`src/rtl/qtc2d_pkg.sv`:
```
// Package for the 2D quality-threshold clustering block.
// Holds the sizes, the controller state type and the command/status structs.
// No dependencies.
package qtc2d_pkg;

  localparam int MAX_POINTS = 64;
  localparam int COORD_BITS = 16;
  localparam int IDX_W      = 6;
  localparam int CNT_W      = 7;
  localparam int THR_W      = 34;
  localparam int DIFF_W     = COORD_BITS + 1;
  localparam int SQ_W       = 2 * DIFF_W;
  localparam int SUM_W      = SQ_W + 1;
  localparam logic [THR_W-1:0] THR_RESET = THR_W'(1024);
  localparam logic             REG_THR   = 1'b0;

  typedef enum logic [3:0] {
    ST_IDLE,
    ST_ANCHOR,
    ST_SCAN,
    ST_DRAIN,
    ST_NEXT,
    ST_E_ANCHOR,
    ST_E_SCAN,
    ST_E_DRAIN,
    ST_ROUND_END
  } state_t;

  typedef struct packed {
    logic load;
    logic start_round;
    logic begin_scan;
    logic issue;
    logic finish_i;
    logic emit;
    logic end_round;
    logic finish_set;
  } ctl_cmd_t;

  typedef struct packed {
    logic scan_last;
    logic pipe_empty;
    logic i_last;
    logic alive_any;
  } ctl_stat_t;

endpackage

```
`src/rtl/qtc2d_ctrl.sv`:
```
// Controller state machine for the 2D quality-threshold clustering block.
// Depends on qtc2d_pkg.
module qtc2d_ctrl (
  input  logic                 clk,
  input  logic                 rst_n,
  input  logic                 start,
  input  logic                 last_point,
  input  qtc2d_pkg::ctl_stat_t stat,
  output qtc2d_pkg::ctl_cmd_t  cmd,
  output logic                 busy
);
  import qtc2d_pkg::*;

  state_t state_r, state_nxt;

  always_ff @(posedge clk) begin
    if (!rst_n) begin
      state_r <= ST_IDLE;
    end else begin
      state_r <= state_nxt;
    end
  end

  always_comb begin
    state_nxt = state_r;
    cmd       = '0;
    busy      = (state_r != ST_IDLE);
    unique case (state_r)
      ST_IDLE: begin
        if (start) begin
          cmd.load = 1'b1;
          if (last_point) begin
            cmd.start_round = 1'b1;
            state_nxt       = ST_ANCHOR;
          end
        end
      end
      ST_ANCHOR: begin
        cmd.begin_scan = 1'b1;
        state_nxt      = ST_SCAN;
      end
      ST_SCAN: begin
        cmd.issue = 1'b1;
        if (stat.scan_last) state_nxt = ST_DRAIN;
      end
      ST_DRAIN: begin
        if (stat.pipe_empty) state_nxt = ST_NEXT;
      end
      ST_NEXT: begin
        cmd.finish_i = 1'b1;
        state_nxt    = stat.i_last ? ST_E_ANCHOR : ST_ANCHOR;
      end
      ST_E_ANCHOR: begin
        cmd.emit       = 1'b1;
        cmd.begin_scan = 1'b1;
        state_nxt      = ST_E_SCAN;
      end
      ST_E_SCAN: begin
        cmd.emit  = 1'b1;
        cmd.issue = 1'b1;
        if (stat.scan_last) state_nxt = ST_E_DRAIN;
      end
      ST_E_DRAIN: begin
        cmd.emit = 1'b1;
        if (stat.pipe_empty) state_nxt = ST_ROUND_END;
      end
      ST_ROUND_END: begin
        cmd.end_round = 1'b1;
        if (stat.alive_any) begin
          cmd.start_round = 1'b1;
          state_nxt       = ST_ANCHOR;
        end else begin
          cmd.finish_set = 1'b1;
          state_nxt      = ST_IDLE;
        end
      end
      default: state_nxt = ST_IDLE;
    endcase
  end

endmodule

```
`config.mk`:
```
export PLATFORM = sky130hd
export DESIGN_NAME = qtc2d_ctrl
export DESIGN_NICKNAME = d
export VERILOG_FILES = /design/src/rtl/qtc2d_pkg.sv /design/src/rtl/qtc2d_ctrl.sv
export SDC_FILE = /design/constraint.sdc
export NUM_CORES = 1
export LEC_CHECK = 0
export ABC_AREA = 0
export BUFFER_PORTS_ARGS = -buffer_cell sky130_fd_sc_hd__buf_2
export CORE_AREA = 2 2 39 41
export DETAILED_ROUTE_END_ITERATION = 12
export DIE_AREA = 0 0 41 43
export PLACE_DENSITY_LB_ADDON = 0.12
export SYNTH_ARGS = -nofsm -noshare
export SYNTH_HDL_FRONTEND = slang
export SYNTH_SLANG_ARGS = --single-unit
```
`constraint.sdc`:
```
create_clock -name clk -period 1.1 [get_ports clk]
set_input_delay 0 -clock clk [delete_from_list [all_inputs] [get_ports clk]]
set_output_delay 0 -clock clk [all_outputs]
set_load 0.01 [all_outputs]
```
==> results.toml <==
[detailed_routing]
drc = 0
num_vias = 393
totalWireLength_um = 863
post_drt_wl_per_cell_um = 10.4
first_pass_iters = 2
avgViaCountPerCell = 4.73
drt_iter0_markers = 2
ant_nets = 0

[global_routing]
grt_overflow_total = 0
grt_pass1_vias = 347
grt_max_degree = 9
track_usage = 0.107
grt_antenna_before_repair = 0
grt_pass1_wl_mm = 1.30

[synthesis]
synth_area_leaders = "dfxtp_1 23%, buf_6 6.5%, nor3b_1 6.5%, mux2i_1 5.8%, nand2b_1 5.5%"
synth_top_family_by_area = "simple AND/OR/NAND/NOR gates"
synth_xor_area_frac = 0
synth-edff-count = 0
syn_avg_cell_area_um2 = 8.19
synthFlopType = "dfxtp_1"
post-synth-top-count-cell = "dfxtp_1"
synthesis.instances = 42
yosysSeqAreaShare = 0.233
post-synth-top-area-cell = "dfxtp_1"
synth_top_cells_by_count = "4 x dfxtp_1, 3 x nand2_1, 3 x nand2b_1, 3 x nor2_1, 3 x nor3b_1"
yosys_warnings = 0
synth_cell_type_count = 27
synth_compound_area_frac = 0.102
synth_mux_area_frac = 0.0582
synth_nets = 50
syn-cell-area_um2 = 344
synthArstFlopShare = 0
synth_top_cell_area_share = 0.233
yosys.area_share.simple = 0.509
yosys_register_bits = 4
synthAdderAreaFrac = 0

[layout]
largest_reg_flops = 4
stdcell_count = 83
finish.net_count = 77
syn_to_final_growth_pct = 64.4
drive_above_1_share = 0.642
nFillCells = 163
reg.largest.list = "state_r x4"
top_register = "state_r"
antenna_cells = 0

[critical_path]
end_kind = "output port"
worst_ep_arrival_time_ns = 1.16
r2r-end = "state_r[0]"
timing.rr.start = "state_r[1]"
endpoint = "cmd[0]"
cp_max_fo = 3
r2r_slack_ns = -0.03
critical_path_class = "flip-flop to output port"
crit_path_start = "state_r[1]"
required_ns = 1.10
ff2ff_path_depth = 4
cp-start-kind = "flip-flop"

[sta]
tightestPinTransition_ns = 0.347
finalHoldViolCount = 0
grt_setup_unrepaired = "yes"
fin_skew_ns = 0.000753
fin_crit_sh = 1.06
setup_violations = 3
fin_ws_ns = -0.0645
max-slew-margin-rel = 0.768
drv_slew = 0
fin_crit_ns = 1.16
fmax_mhz = 859

[cts]
cts_tree = "done"
cts_inserted_buffers = 3
clock_latency_ns = 0.23
clockBufferDepth = 2
ctsRootBufferMaster = "clkbuf_4"
cts.htree.levels = 1
clk_pin_slew_ns = 0.03
clock-sinks = 4

[min_path]
whs_path_depth = 2
hold_class = "input pin to flip-flop"

[power_and_ir_drop]
total_power_uw = 510
p_per_area_nw_per_um2 = 902
vdd_drop_max_uv = 462
p_leak_nw = 0.287

[place]
port-buffer-count = 16
finalWeightedCongestion = 0.703
hpwlAfterDp_um = 636
dp.cells = 76

[floorplan]
die_y_um = 43
io_pins = 17
rows = 14
start_util = 0.249
dieArea_um2 = 1760
core_area_um2 = 1380
die_w_um = 41

[status]
violations = "negative setup slack"
outcome = "complete, but fails checks"

[job]
max_cap_violations = 0
## metal layers
metal / share of wire / vias to the layer above / GRT usage
met2: 0.58 / 9 / 0.191
met5: 0 / - / 0
met1: 0.37 / 186 / 0.109
met3: 0.052 / 0 / 0.0157
li1: - / 198 / -
met4: 0 / 0 / 0.0600
## power by group
part	switching (mW)	internal, mW
combinational	0.0774	0.0950
clock	0.0510	0.121
sequential	0.0132	0.152
total	0.142	0.369
## cells in the final DEF, fill, tap and decap left out, types with 2 or more instances in the layout
cell type   n
buf_2      16
buf_4       6
clkbuf_4    3
buf_6       3
dfxtp_4     3
nand2b_4    2
nand2b_1    2
nand2_1     2
nor2_1      2
nor3b_2     2
nand3_1     2
mux2i_1     2
## final cells by class
class | count | area [um2] | share of cell area
Tap cell | 16 | 20.0 | 0.0354
Timing Repair Buffer | 25 | 159 | 0.281
Multi-Input combinational cell | 34 | 268 | 0.473
Sequential cell | 4 | 92.6 | 0.164
Inverter | 1 | 3.75 | 0.00664
Clock buffer | 3 | 22.5 | 0.0398
## metrics by stage
step | instance area, um2 | hold slack, ns | util | worst slack, ns | TNS (ns)
3_3_place_gp | 452 | 0.259 | 0.326 | -0.00720 | -0.00720
2_1_floorplan | 344 | 0.0871 | - | 0.105 | 0
3_5_place_dp | 452 | 0.260 | 0.326 | -0.00700 | -0.00700
5_1_grt | 566 | 0.0399 | 0.409 | -0.169 | -0.484
4_1_cts | 537 | 0.00703 | 0.388 | -0.0746 | -0.132
6_report | 566 | 0.0220 | 0.409 | -0.0645 | -0.121
## worst max-delay path, cell delays in order, from the launching register on
cell	delay [ns]
dfxtp_4	0.35
nor3_4	0.20
and2_4	0.16
and2b_1	0.10
buf_2	0.12
## logic make-up (layout without fill, tap and decap cells)
logic type,count (synthesis),in the layout
AOI/OAI and AO/OA,5,5
muxes,2,2
buffers and inverters,4,29
DFF,4,4
and+or+nand+nor,27,27
## timing repair
item                                    4_1_cts  5_1_grt
hold buffers                                  0        0
gates resized for setup                      14        6
endpoints found under the setup margin       10       10
pin swaps                                     3        2
buffers inserted                              3        1
## how the worst min path moves through the flow
stage | from | end | slack [ns]
final | stat[2] | state_r[0] | 0.02
after global routing | stat[2] | state_r[0] | 0.04
after CTS | stat[2] | state_r[0] | 0.007
after detailed placement | stat[2] | state_r[0] | 0.26
after global placement | stat[2] | state_r[0] | 0.26
after floorplan | start | cmd[7] | 0.09
Power figures use the tool's default switching activity.
